### config.mk
export PLATFORM = sky130hd
export DESIGN_NAME = hsv_to_rgba_converter_flat
export DESIGN_NICKNAME = d
export VERILOG_FILES = /design/src/hdl/h2r_pkg.sv /design/src/hdl/h2r_ifs.sv /design/src/hdl/h2r_sector.sv /design/src/hdl/h2r_terms.sv /design/src/hdl/hsv_to_rgba_converter.sv /design/src/flat_wrapper.sv
export VERILOG_INCLUDE_DIRS = /design/src /design/src/hdl
export SDC_FILE = /design/constraint.sdc
export NUM_CORES = 2
export LEC_CHECK = 0
export ABC_AREA = 1
export BUFFER_PORTS_ARGS = -buffer_cell sky130_fd_sc_hd__buf_4
export CORE_MARGIN = 2
export CORE_UTILIZATION = 60
export CTS_CLUSTER_DIAMETER = 50
export DETAILED_ROUTE_END_ITERATION = 8
export MAX_ROUTING_LAYER = met4
export PLACE_DENSITY = 0.77
export SLEW_MARGIN = 25
export SYNTH_ARGS = -nofsm -noshare
export SYNTH_HDL_FRONTEND = slang
export SYNTH_SLANG_ARGS = --single-unit
### constraint.sdc
create_clock -name clock -period 16.18 [get_ports clock]
set_input_delay 0.809 -clock clock [delete_from_list [all_inputs] [get_ports clock]]
set_output_delay 0.809 -clock clock [all_outputs]
set_load 0.05 [all_outputs]
### src/hdl/hsv_to_rgba_converter_macros.svh
// assertion macros shared by the converter modules
`ifndef HSV_TO_RGBA_CONVERTER_MACROS_SVH
`define HSV_TO_RGBA_CONVERTER_MACROS_SVH

`ifndef NO_ASSERTIONS

// same-cycle implication
`define H2R_ASSERT_IMPL(label, clk, rst, ante, cons) \
   label: assert property (@(posedge clk) disable iff (rst) (ante) |-> (cons)) \
      else $error("h2r assertion failed");

// next-cycle implication
`define H2R_ASSERT_NEXT(label, clk, rst, ante, cons) \
   label: assert property (@(posedge clk) disable iff (rst) (ante) |=> (cons)) \
      else $error("h2r assertion failed");

`else

`define H2R_ASSERT_IMPL(label, clk, rst, ante, cons)
`define H2R_ASSERT_NEXT(label, clk, rst, ante, cons)

`endif

`endif

### src/hdl/h2r_pkg.sv
package h2r_pkg;

   // hue and channel constants
   localparam logic [8:0]  HUE_TURN    = 9'd360;
   localparam logic [5:0]  SECTOR_SPAN = 6'd60;
   localparam logic [7:0]  CHAN_MAX    = 8'd255;
   localparam logic [13:0] FRAC_DENOM  = 14'd15300;

   // reciprocal multipliers for exact floor division
   // floor(x / 255) = (x * 65794) >> 24 for x < 2^16
   localparam logic [16:0] M_RECIP = 17'd65794;
   localparam int          M_SHIFT = 24;
   // floor(x / 15300) = (x * 4491470) >> 36 for x < 2^22
   localparam logic [22:0] F_RECIP = 23'd4491470;
   localparam int          F_SHIFT = 36;

   // 60 degree hue sectors
   typedef enum logic [2:0] {
      SEC_R_TO_Y = 3'd0,
      SEC_Y_TO_G = 3'd1,
      SEC_G_TO_C = 3'd2,
      SEC_C_TO_B = 3'd3,
      SEC_B_TO_M = 3'd4,
      SEC_M_TO_R = 3'd5
   } h2r_sector_type;

   // raw or wrapped pixel
   typedef struct packed {
      logic [8:0] hue;
      logic [7:0] sat;
      logic [7:0] val;
      logic [7:0] alpha;
   } h2r_pix_type;

   // pixel after sector split
   typedef struct packed {
      h2r_sector_type sector;
      logic [5:0]     rem;
      logic [7:0]     sat;
      logic [7:0]     val;
      logic [7:0]     alpha;
   } h2r_sect_type;

   // pixel with final m, n, k terms
   typedef struct packed {
      h2r_sector_type sector;
      logic           zero_sat;
      logic [7:0]     val;
      logic [7:0]     alpha;
      logic [7:0]     m;
      logic [7:0]     n;
      logic [7:0]     k;
   } h2r_term_type;

endpackage

### src/hdl/h2r_ifs.sv
// request channel: one hsv pixel with alpha
interface h2r_req_if;
   logic       valid;
   logic       ready;
   logic [8:0] hue;
   logic [7:0] saturation;
   logic [7:0] brightness;
   logic [7:0] alpha_in;

   modport source (output valid, output hue, output saturation, output brightness,
                   output alpha_in, input ready);
   modport sink   (input valid, input hue, input saturation, input brightness,
                   input alpha_in, output ready);
endinterface

// response channel: packed rgba word
interface h2r_rsp_if;
   logic        valid;
   logic        ready;
   logic [31:0] rgba_word;

   modport source (output valid, output rgba_word, input ready);
   modport sink   (input valid, input rgba_word, output ready);
endinterface

### src/hdl/h2r_sector.sv
`include "hsv_to_rgba_converter_macros.svh"

module h2r_sector (
   input  logic                  clock,
   input  logic                  reset,
   input  logic                  in_valid,
   input  h2r_pkg::h2r_pix_type  in_data,
   output logic                  in_ready,
   output logic                  out_valid,
   output h2r_pkg::h2r_sect_type out_data,
   input  logic                  out_ready
);
   import h2r_pkg::*;

   logic           st1_valid_ff;
   h2r_pix_type    st1_data_ff;
   h2r_pix_type    st1_data_in;
   logic           st1_ready;
   logic           st2_valid_ff;
   h2r_sect_type   st2_data_ff;
   h2r_sect_type   st2_data_in;
   logic           st2_ready;
   logic [2:0]     sec_count;
   h2r_sector_type sec_code;
   logic [8:0]     sec_base;
   logic           out_stall;

   // stage readiness, bubbles collapse
   assign st1_ready = !st1_valid_ff || st2_ready;
   assign st2_ready = !st2_valid_ff || out_ready;
   assign in_ready  = st1_ready;

   // stage 1: bring hue into 0..359
   always_comb begin
      st1_data_in = in_data;
      if (in_data.hue >= HUE_TURN) begin
         st1_data_in.hue = in_data.hue - HUE_TURN;
      end
   end

   always_ff @(posedge clock) begin
      if (reset) begin
         st1_valid_ff <= 1'b0;
      end else if (st1_ready) begin
         st1_valid_ff <= in_valid;
      end
   end

   always_ff @(posedge clock) begin
      if (st1_ready && in_valid) begin
         st1_data_ff <= st1_data_in;
      end
   end

   // stage 2: sector by parallel compares, remainder by constant base
   assign sec_count = 3'(st1_data_ff.hue >= 9'd60) + 3'(st1_data_ff.hue >= 9'd120)
                    + 3'(st1_data_ff.hue >= 9'd180) + 3'(st1_data_ff.hue >= 9'd240)
                    + 3'(st1_data_ff.hue >= 9'd300);
   assign sec_code = h2r_sector_type'(sec_count);

   always_comb begin
      case (sec_code)
         SEC_R_TO_Y: sec_base = 9'd0;
         SEC_Y_TO_G: sec_base = 9'd60;
         SEC_G_TO_C: sec_base = 9'd120;
         SEC_C_TO_B: sec_base = 9'd180;
         SEC_B_TO_M: sec_base = 9'd240;
         default:    sec_base = 9'd300;
      endcase
   end

   always_comb begin
      st2_data_in.sector = sec_code;
      st2_data_in.rem    = 6'(st1_data_ff.hue - sec_base);
      st2_data_in.sat    = st1_data_ff.sat;
      st2_data_in.val    = st1_data_ff.val;
      st2_data_in.alpha  = st1_data_ff.alpha;
   end

   always_ff @(posedge clock) begin
      if (reset) begin
         st2_valid_ff <= 1'b0;
      end else if (st2_ready) begin
         st2_valid_ff <= st1_valid_ff;
      end
   end

   always_ff @(posedge clock) begin
      if (st2_ready && st1_valid_ff) begin
         st2_data_ff <= st2_data_in;
      end
   end

   assign out_valid = st2_valid_ff;
   assign out_data  = st2_data_ff;

   // checks
   assign out_stall = st2_valid_ff && !out_ready;

   `H2R_ASSERT_IMPL(a_hue_wrapped, clock, reset, st1_valid_ff, st1_data_ff.hue < HUE_TURN)
   `H2R_ASSERT_IMPL(a_rem_range, clock, reset, st2_valid_ff, st2_data_ff.rem < SECTOR_SPAN)
   `H2R_ASSERT_NEXT(a_stall_hold, clock, reset, out_stall, st2_valid_ff && $stable(st2_data_ff))

endmodule

### src/hdl/h2r_terms.sv
`include "hsv_to_rgba_converter_macros.svh"

module h2r_terms (
   input  logic                  clock,
   input  logic                  reset,
   input  logic                  in_valid,
   input  h2r_pkg::h2r_sect_type in_data,
   output logic                  in_ready,
   output logic                  out_valid,
   output h2r_pkg::h2r_term_type out_data,
   input  logic                  out_ready
);
   import h2r_pkg::*;

   // stage 3 fields
   logic           st3_valid_ff;
   h2r_sector_type st3_sector_ff;
   logic           st3_zero_ff;
   logic [7:0]     st3_val_ff;
   logic [7:0]     st3_alpha_ff;
   logic [13:0]    st3_srem_ff;
   logic [13:0]    st3_scomp_ff;
   logic [15:0]    st3_mnum_ff;
   logic [13:0]    st3_srem_in;
   logic [13:0]    st3_scomp_in;
   logic [15:0]    st3_mnum_in;
   logic           st3_ready;
   // stage 4 fields
   logic           st4_valid_ff;
   h2r_sector_type st4_sector_ff;
   logic           st4_zero_ff;
   logic [7:0]     st4_val_ff;
   logic [7:0]     st4_alpha_ff;
   logic [21:0]    st4_nnum_ff;
   logic [21:0]    st4_knum_ff;
   logic [7:0]     st4_m_ff;
   logic [21:0]    st4_nnum_in;
   logic [21:0]    st4_knum_in;
   logic [32:0]    m_prod;
   logic           st4_ready;
   // stage 5
   logic           st5_valid_ff;
   h2r_term_type   st5_data_ff;
   h2r_term_type   st5_data_in;
   logic [44:0]    n_prod;
   logic [44:0]    k_prod;
   logic           st5_ready;
   // check helpers
   logic           terms_bounded;
   logic           mnum_bounded;

   assign st3_ready = !st3_valid_ff || st4_ready;
   assign st4_ready = !st4_valid_ff || st5_ready;
   assign st5_ready = !st5_valid_ff || out_ready;
   assign in_ready  = st3_ready;

   // stage 3: s*rem, s*(60-rem), v*(255-s)
   assign st3_srem_in  = 14'(in_data.sat) * 14'(in_data.rem);
   assign st3_scomp_in = 14'(in_data.sat) * 14'(SECTOR_SPAN - in_data.rem);
   assign st3_mnum_in  = 16'(in_data.val) * 16'(CHAN_MAX - in_data.sat);

   always_ff @(posedge clock) begin
      if (reset) begin
         st3_valid_ff <= 1'b0;
      end else if (st3_ready) begin
         st3_valid_ff <= in_valid;
      end
   end

   always_ff @(posedge clock) begin
      if (st3_ready && in_valid) begin
         st3_sector_ff <= in_data.sector;
         st3_zero_ff   <= (in_data.sat == 8'd0);
         st3_val_ff    <= in_data.val;
         st3_alpha_ff  <= in_data.alpha;
         st3_srem_ff   <= st3_srem_in;
         st3_scomp_ff  <= st3_scomp_in;
         st3_mnum_ff   <= st3_mnum_in;
      end
   end

   // stage 4: n and k numerators, m by reciprocal of 255
   assign st4_nnum_in = 22'(st3_val_ff) * 22'(FRAC_DENOM - st3_srem_ff);
   assign st4_knum_in = 22'(st3_val_ff) * 22'(FRAC_DENOM - st3_scomp_ff);
   assign m_prod      = 33'(st3_mnum_ff) * 33'(M_RECIP);

   always_ff @(posedge clock) begin
      if (reset) begin
         st4_valid_ff <= 1'b0;
      end else if (st4_ready) begin
         st4_valid_ff <= st3_valid_ff;
      end
   end

   always_ff @(posedge clock) begin
      if (st4_ready && st3_valid_ff) begin
         st4_sector_ff <= st3_sector_ff;
         st4_zero_ff   <= st3_zero_ff;
         st4_val_ff    <= st3_val_ff;
         st4_alpha_ff  <= st3_alpha_ff;
         st4_nnum_ff   <= st4_nnum_in;
         st4_knum_ff   <= st4_knum_in;
         st4_m_ff      <= m_prod[M_SHIFT +: 8];
      end
   end

   // stage 5: n and k by reciprocal of 15300
   assign n_prod = 45'(st4_nnum_ff) * 45'(F_RECIP);
   assign k_prod = 45'(st4_knum_ff) * 45'(F_RECIP);

   always_comb begin
      st5_data_in.sector   = st4_sector_ff;
      st5_data_in.zero_sat = st4_zero_ff;
      st5_data_in.val      = st4_val_ff;
      st5_data_in.alpha    = st4_alpha_ff;
      st5_data_in.m        = st4_m_ff;
      st5_data_in.n        = n_prod[F_SHIFT +: 8];
      st5_data_in.k        = k_prod[F_SHIFT +: 8];
   end

   always_ff @(posedge clock) begin
      if (reset) begin
         st5_valid_ff <= 1'b0;
      end else if (st5_ready) begin
         st5_valid_ff <= st4_valid_ff;
      end
   end

   always_ff @(posedge clock) begin
      if (st5_ready && st4_valid_ff) begin
         st5_data_ff <= st5_data_in;
      end
   end

   assign out_valid = st5_valid_ff;
   assign out_data  = st5_data_ff;

   // checks: every term is bounded by the value channel
   assign terms_bounded = (st5_data_ff.m <= st5_data_ff.val)
                       && (st5_data_ff.n <= st5_data_ff.val)
                       && (st5_data_ff.k <= st5_data_ff.val);
   assign mnum_bounded  = st3_mnum_ff <= 16'(st3_val_ff) * 16'(CHAN_MAX);

   `H2R_ASSERT_IMPL(a_terms_bounded, clock, reset, st5_valid_ff, terms_bounded)
   `H2R_ASSERT_IMPL(a_mnum_bounded, clock, reset, st3_valid_ff, mnum_bounded)

endmodule

### src/hdl/hsv_to_rgba_converter.sv
// HSV to RGBA pixel converter. One pixel enters per clock unless back-pressure
// holds it, and the packed word (red 31-24, green 23-16, blue 15-8, alpha 7-0)
// leaves through six register stages: hue wrap, sector split, saturation
// products, value products with the divide by 255, the divide by 15300 done
// as a reciprocal multiply, and the final channel swizzle. Each stage holds
// its transaction under back-pressure and an empty stage still fills, so the
// block keeps taking pixels while a word waits at rsp_if until its stages fill.
`include "hsv_to_rgba_converter_macros.svh"

module hsv_to_rgba_converter (
   input logic       clock,
   input logic       reset,
   h2r_req_if.sink   req_if,
   h2r_rsp_if.source rsp_if
);
   import h2r_pkg::*;

   h2r_pix_type  req_data;
   logic         sec_valid;
   h2r_sect_type sec_data;
   logic         sec_ready;
   logic         term_valid;
   h2r_term_type term_data;
   logic         term_ready;
   logic         out_valid_ff;
   logic [31:0]  rgba_ff;
   logic [31:0]  rgba_in;
   logic [7:0]   red;
   logic [7:0]   green;
   logic [7:0]   blue;
   logic         out_stall;
   logic         term_load;

   // request transaction into the pipeline
   always_comb begin
      req_data.hue   = req_if.hue;
      req_data.sat   = req_if.saturation;
      req_data.val   = req_if.brightness;
      req_data.alpha = req_if.alpha_in;
   end

   h2r_sector u_sector (
      .clock     (clock),
      .reset     (reset),
      .in_valid  (req_if.valid),
      .in_data   (req_data),
      .in_ready  (req_if.ready),
      .out_valid (sec_valid),
      .out_data  (sec_data),
      .out_ready (sec_ready)
   );

   h2r_terms u_terms (
      .clock     (clock),
      .reset     (reset),
      .in_valid  (sec_valid),
      .in_data   (sec_data),
      .in_ready  (sec_ready),
      .out_valid (term_valid),
      .out_data  (term_data),
      .out_ready (term_ready)
   );

   // sector swizzle, grey when saturation is zero
   always_comb begin
      if (term_data.zero_sat) begin
         red   = term_data.val;
         green = term_data.val;
         blue  = term_data.val;
      end else begin
         unique case (term_data.sector)
            SEC_R_TO_Y: begin
               red = term_data.val; green = term_data.k;   blue = term_data.m;
            end
            SEC_Y_TO_G: begin
               red = term_data.n;   green = term_data.val; blue = term_data.m;
            end
            SEC_G_TO_C: begin
               red = term_data.m;   green = term_data.val; blue = term_data.k;
            end
            SEC_C_TO_B: begin
               red = term_data.m;   green = term_data.n;   blue = term_data.val;
            end
            SEC_B_TO_M: begin
               red = term_data.k;   green = term_data.m;   blue = term_data.val;
            end
            default: begin
               red = term_data.val; green = term_data.m;   blue = term_data.n;
            end
         endcase
      end
   end

   assign rgba_in    = {red, green, blue, term_data.alpha};
   assign term_ready = !out_valid_ff || rsp_if.ready;

   // output register
   always_ff @(posedge clock) begin
      if (reset) begin
         out_valid_ff <= 1'b0;
      end else if (term_ready) begin
         out_valid_ff <= term_valid;
      end
   end

   always_ff @(posedge clock) begin
      if (term_ready && term_valid) begin
         rgba_ff <= rgba_in;
      end
   end

   assign rsp_if.valid     = out_valid_ff;
   assign rsp_if.rgba_word = rgba_ff;

   // checks
   assign out_stall = out_valid_ff && !rsp_if.ready;
   assign term_load = term_valid && term_ready;

   `H2R_ASSERT_NEXT(a_out_hold, clock, reset, out_stall, out_valid_ff && $stable(rgba_ff))
   `H2R_ASSERT_NEXT(a_out_load, clock, reset, term_load, out_valid_ff && rgba_ff == $past(rgba_in))

endmodule

### src/flat_wrapper.sv
// flat-port wrapper written by rule: the top's interface ports become plain ports
module hsv_to_rgba_converter_flat import h2r_pkg::*;
  (clock, reset, req_if_valid, req_if_hue, req_if_saturation, req_if_brightness, req_if_alpha_in, req_if_ready, rsp_if_valid, rsp_if_rgba_word, rsp_if_ready);
  h2r_req_if req_if_i ();
  h2r_rsp_if rsp_if_i ();
  input logic clock;
  input logic reset;
  input wire logic [$bits(req_if_i.valid)-1:0] req_if_valid;
  input wire logic [$bits(req_if_i.hue)-1:0] req_if_hue;
  input wire logic [$bits(req_if_i.saturation)-1:0] req_if_saturation;
  input wire logic [$bits(req_if_i.brightness)-1:0] req_if_brightness;
  input wire logic [$bits(req_if_i.alpha_in)-1:0] req_if_alpha_in;
  output wire logic [$bits(req_if_i.ready)-1:0] req_if_ready;
  output wire logic [$bits(rsp_if_i.valid)-1:0] rsp_if_valid;
  output wire logic [$bits(rsp_if_i.rgba_word)-1:0] rsp_if_rgba_word;
  input wire logic [$bits(rsp_if_i.ready)-1:0] rsp_if_ready;
  assign req_if_i.valid = req_if_valid;
  assign req_if_i.hue = req_if_hue;
  assign req_if_i.saturation = req_if_saturation;
  assign req_if_i.brightness = req_if_brightness;
  assign req_if_i.alpha_in = req_if_alpha_in;
  assign req_if_ready = req_if_i.ready;
  assign rsp_if_valid = rsp_if_i.valid;
  assign rsp_if_rgba_word = rsp_if_i.rgba_word;
  assign rsp_if_i.ready = rsp_if_ready;
  hsv_to_rgba_converter u_core (.clock(clock), .reset(reset), .req_if(req_if_i), .rsp_if(rsp_if_i));
endmodule
==> impl_results.md <==
* Worst setup EP type: flip-flop
* Syn. warnings at 0
* Status: finished, final reports clean
* Worst hold path type: in2reg
* Rel. slew slack at 38.1%
* Total gr overflow at 0
* DRC marker count from the first detailed-route iteration at 1963
* I/O Pins at 71
* Final Hold Fails at 0
* Die Ht at 263 um
* Count leader, synth: inv_1
* Slowest-stage cell, CP: edfxtp_1
* DRC at 0
* Htree depth at 2
* Yosys top cell by area: fa_1
* Post-CTS setup buffer count at 0
* TritonCTS clock tree: yes
* Most frequent CP cell: inv_1
* Via/cell ratio at 5.30
* Antenna Cells at 0
* Synth area leaders: fa_1 (25%), edfxtp_1 (21%), ha_1 (20%)
* Syn Inst Count at 4626
* Setup TNS at 0 ns
* Crit Path Class: reg2reg
* Non-Filler Instances at 5601
* WL final at 88.4 mm
* CTS Sinks at 282
* Initial antenna violation count at 0
* Worst skew pair latency at 0.57 ns
* RSZ-0062 raised after global routing: no
* Clk pin slew, worst setup/hold paths at 0.06 ns
* Dpl cells at 5525
* RD Place Congestion at 0.959
* Core area at 66800 um^2
* Critical Path RT at 16.48 ns
* Number of synthesized register bits at 282
* Worst stage delay on the critical path at 0.64 ns
* # rows at 95
* FMAX at 0.172 GHz
* CP Data Arrival Time at 6.10 ns
* Root Driver: clkbuf_16
* Nets@finish at 5896
* Max Slew Vio Count at 0
* First-pass DRT Iterations at 5
* Post-cts repair resize count at 0
* Post-synth top area share at 25.0%
* Area delta synth->final at 7.33%
* Fill cells at 5575
* Seq/Total Area, Yosys at 20.9%
* # setup viols final at 0
* Syn_area_per_cell at 8.71 um^2
* CTS Buf Count at 41
* Worst Tran Pin Value at 0.927 ns
* CP Launch Type: flip-flop
* Commonest cells in the netlist: inv_1 (1188), nand2_1 (851), ha_1 (660), fa_1 (503), nor2_1 (344)
* Hpwl dp at 75.3 mm
* Ys flop type: edfxtp_1
* GRT Util Overall at 27.2%
* EDFF count, synth at 276
* Period utilisation layout at 35.8%
* Hold-fix buffers, CTS at 0
* Layout cells sized above 1 at 4.00%
* Mapped Area at 40300 um^2
* Maximum clock path buffer count at 3
* Vias in the first global route at 30654
* Ys async rst share at 0%
* Syn Nets at 5826
* Post-layout minimum cycle time at 5.80 ns
* Synth unique cells at 47
* Die X at 263 um
* Via count at 29659
* First-pass GRT wire length at 148 mm
* Max Fanout on Critical Path at 11
* WL per Instance at 15.8 um
* Largest net degree at the start of global routing at 64
* Final clock skew at 0.0177 ns
* Initial Utilization at 60.3%
* DIE AREA at 69300 um^2
* Max Cap Viol at 0
* Antenna Nets Post-Route at 0
* I/O Buffers at 70
## path summary, 6_finish.rpt
| kind | slack (ns) | to | start | cells after the start |
|---|---|---|---|---|
| min | 0.41 | u_core.u_sector.st1_data_ff[2]$_DFFE_PP_ | req_if_alpha_in[2] | 1 |
| min reg2reg | 0.41 | u_core.u_sector.out_data[6]$_DFFE_PP_ | u_core.u_sector.st1_data_ff[6]$_DFFE_PP_ | 0 |
| max reg2reg | 10.38 | u_core.u_terms.st4_knum_ff[16]$_DFFE_PP_ | u_core.u_terms.st3_srem_ff[0]$_DFFE_PP_ | 25 |
| max | 10.38 | u_core.u_terms.st4_knum_ff[16]$_DFFE_PP_ | u_core.u_terms.st3_srem_ff[0]$_DFFE_PP_ | 25 |
## layout by cell type (no fill, tap or decap), drive strengths merged, types with 29 or more instances in the layout
| cell type | instances |
|---|---|
| buf | 82 |
| a21oi | 198 |
| edfxtp | 276 |
| nand4 | 44 |
| ha | 660 |
| nand3 | 125 |
| nand2 | 855 |
| o21ai | 142 |
| nor3 | 29 |
| nor2 | 345 |
| clkbuf | 44 |
| fa | 503 |
| inv | 1205 |
| xor2 | 70 |
## through the flow
stage | hold WS, ns | worst slack [ns] | area (um^2) | utilization, %
global route | 0.384 | 9.85 | 43300 | 64.8
CTS | 0.379 | 10.29 | 43200 | 64.7
floorplan | 0.400 | 11.06 | 40300 | -
global placement | 0.400 | 10.43 | 41800 | 62.6
detailed placement | 0.405 | 10.31 | 41800 | 62.6
finish | 0.414 | 10.38 | 43300 | 64.8
## state kept, by name (all words and copies together), names as in the netlist, 3 cells and up
register                      count
u_core.u_terms.st3_srem_ff       14
u_core.u_terms.out_data          44
u_core.u_terms.st3_alpha_ff       8
u_core.u_terms.st4_alpha_ff       8
u_core.u_terms.st4_sector_ff      3
u_core.u_terms.st4_nnum_ff       22
u_core.u_terms.st3_val_ff         8
u_core.rsp_if.rgba_word          32
u_core.u_terms.st4_val_ff         8
u_core.u_terms.st3_scomp_ff      13
u_core.u_sector.st1_data_ff      33
u_core.u_terms.st4_m_ff           8
u_core.u_terms.st3_mnum_ff       16
u_core.u_terms.st3_sector_ff      3
u_core.u_terms.st4_knum_ff       21
u_core.u_sector.out_data         33
## critical path, delay by kind of cell, from the launching register on
family                   cells  cell delay (ns)
adder cells (fa/ha/maj)      6             2.66
AND/OR/NAND/NOR              9             1.12
flip-flops                   1             0.64
buffers and inverters        7             0.59
AO/OA/AOI/OAI                2             0.41
XOR/XNOR                     1             0.11
## layout make-up
type / instances / area, um^2 / area share [%]
multi-input combinational: 3093 / 27200 / 62.9
inverter: 1196 / 4490 / 10.4
tap: 873 / 1090 / 2.53
clock buffer: 44 / 1070 / 2.47
timing repair buffer: 82 / 628 / 1.45
sequential: 282 / 8410 / 19.4
clock inverter: 31 / 365 / 0.845
## routing by layer
metal	track usage [%]	share of wire [%]	vias up
met1	34.0	42	14172
met5	-	0	-
met4	7.94	3.2	0
met3	2.69	5.1	185
li1	-	-	14533
met2	46.9	49	769
## cells by family (layout without fill, tap and decap cells)
| kind of cell | count (synthesis) | count (layout) | share of synthesized area, % |
|---|---|---|---|
| simple gates | 1425 | 1425 | 14.3 |
| buf+inv | 1251 | 1353 | 11.7 |
| fa+ha+maj | 1163 | 1163 | 45.5 |
| compound gates | 412 | 412 | 5.60 |
| flops | 282 | 282 | 20.9 |
| xor+xnor | 93 | 93 | 2.02 |
Power is left out: the tool's default activity adds up to more than one toggle a clock period on the data nets, which glitch-free logic cannot reach.
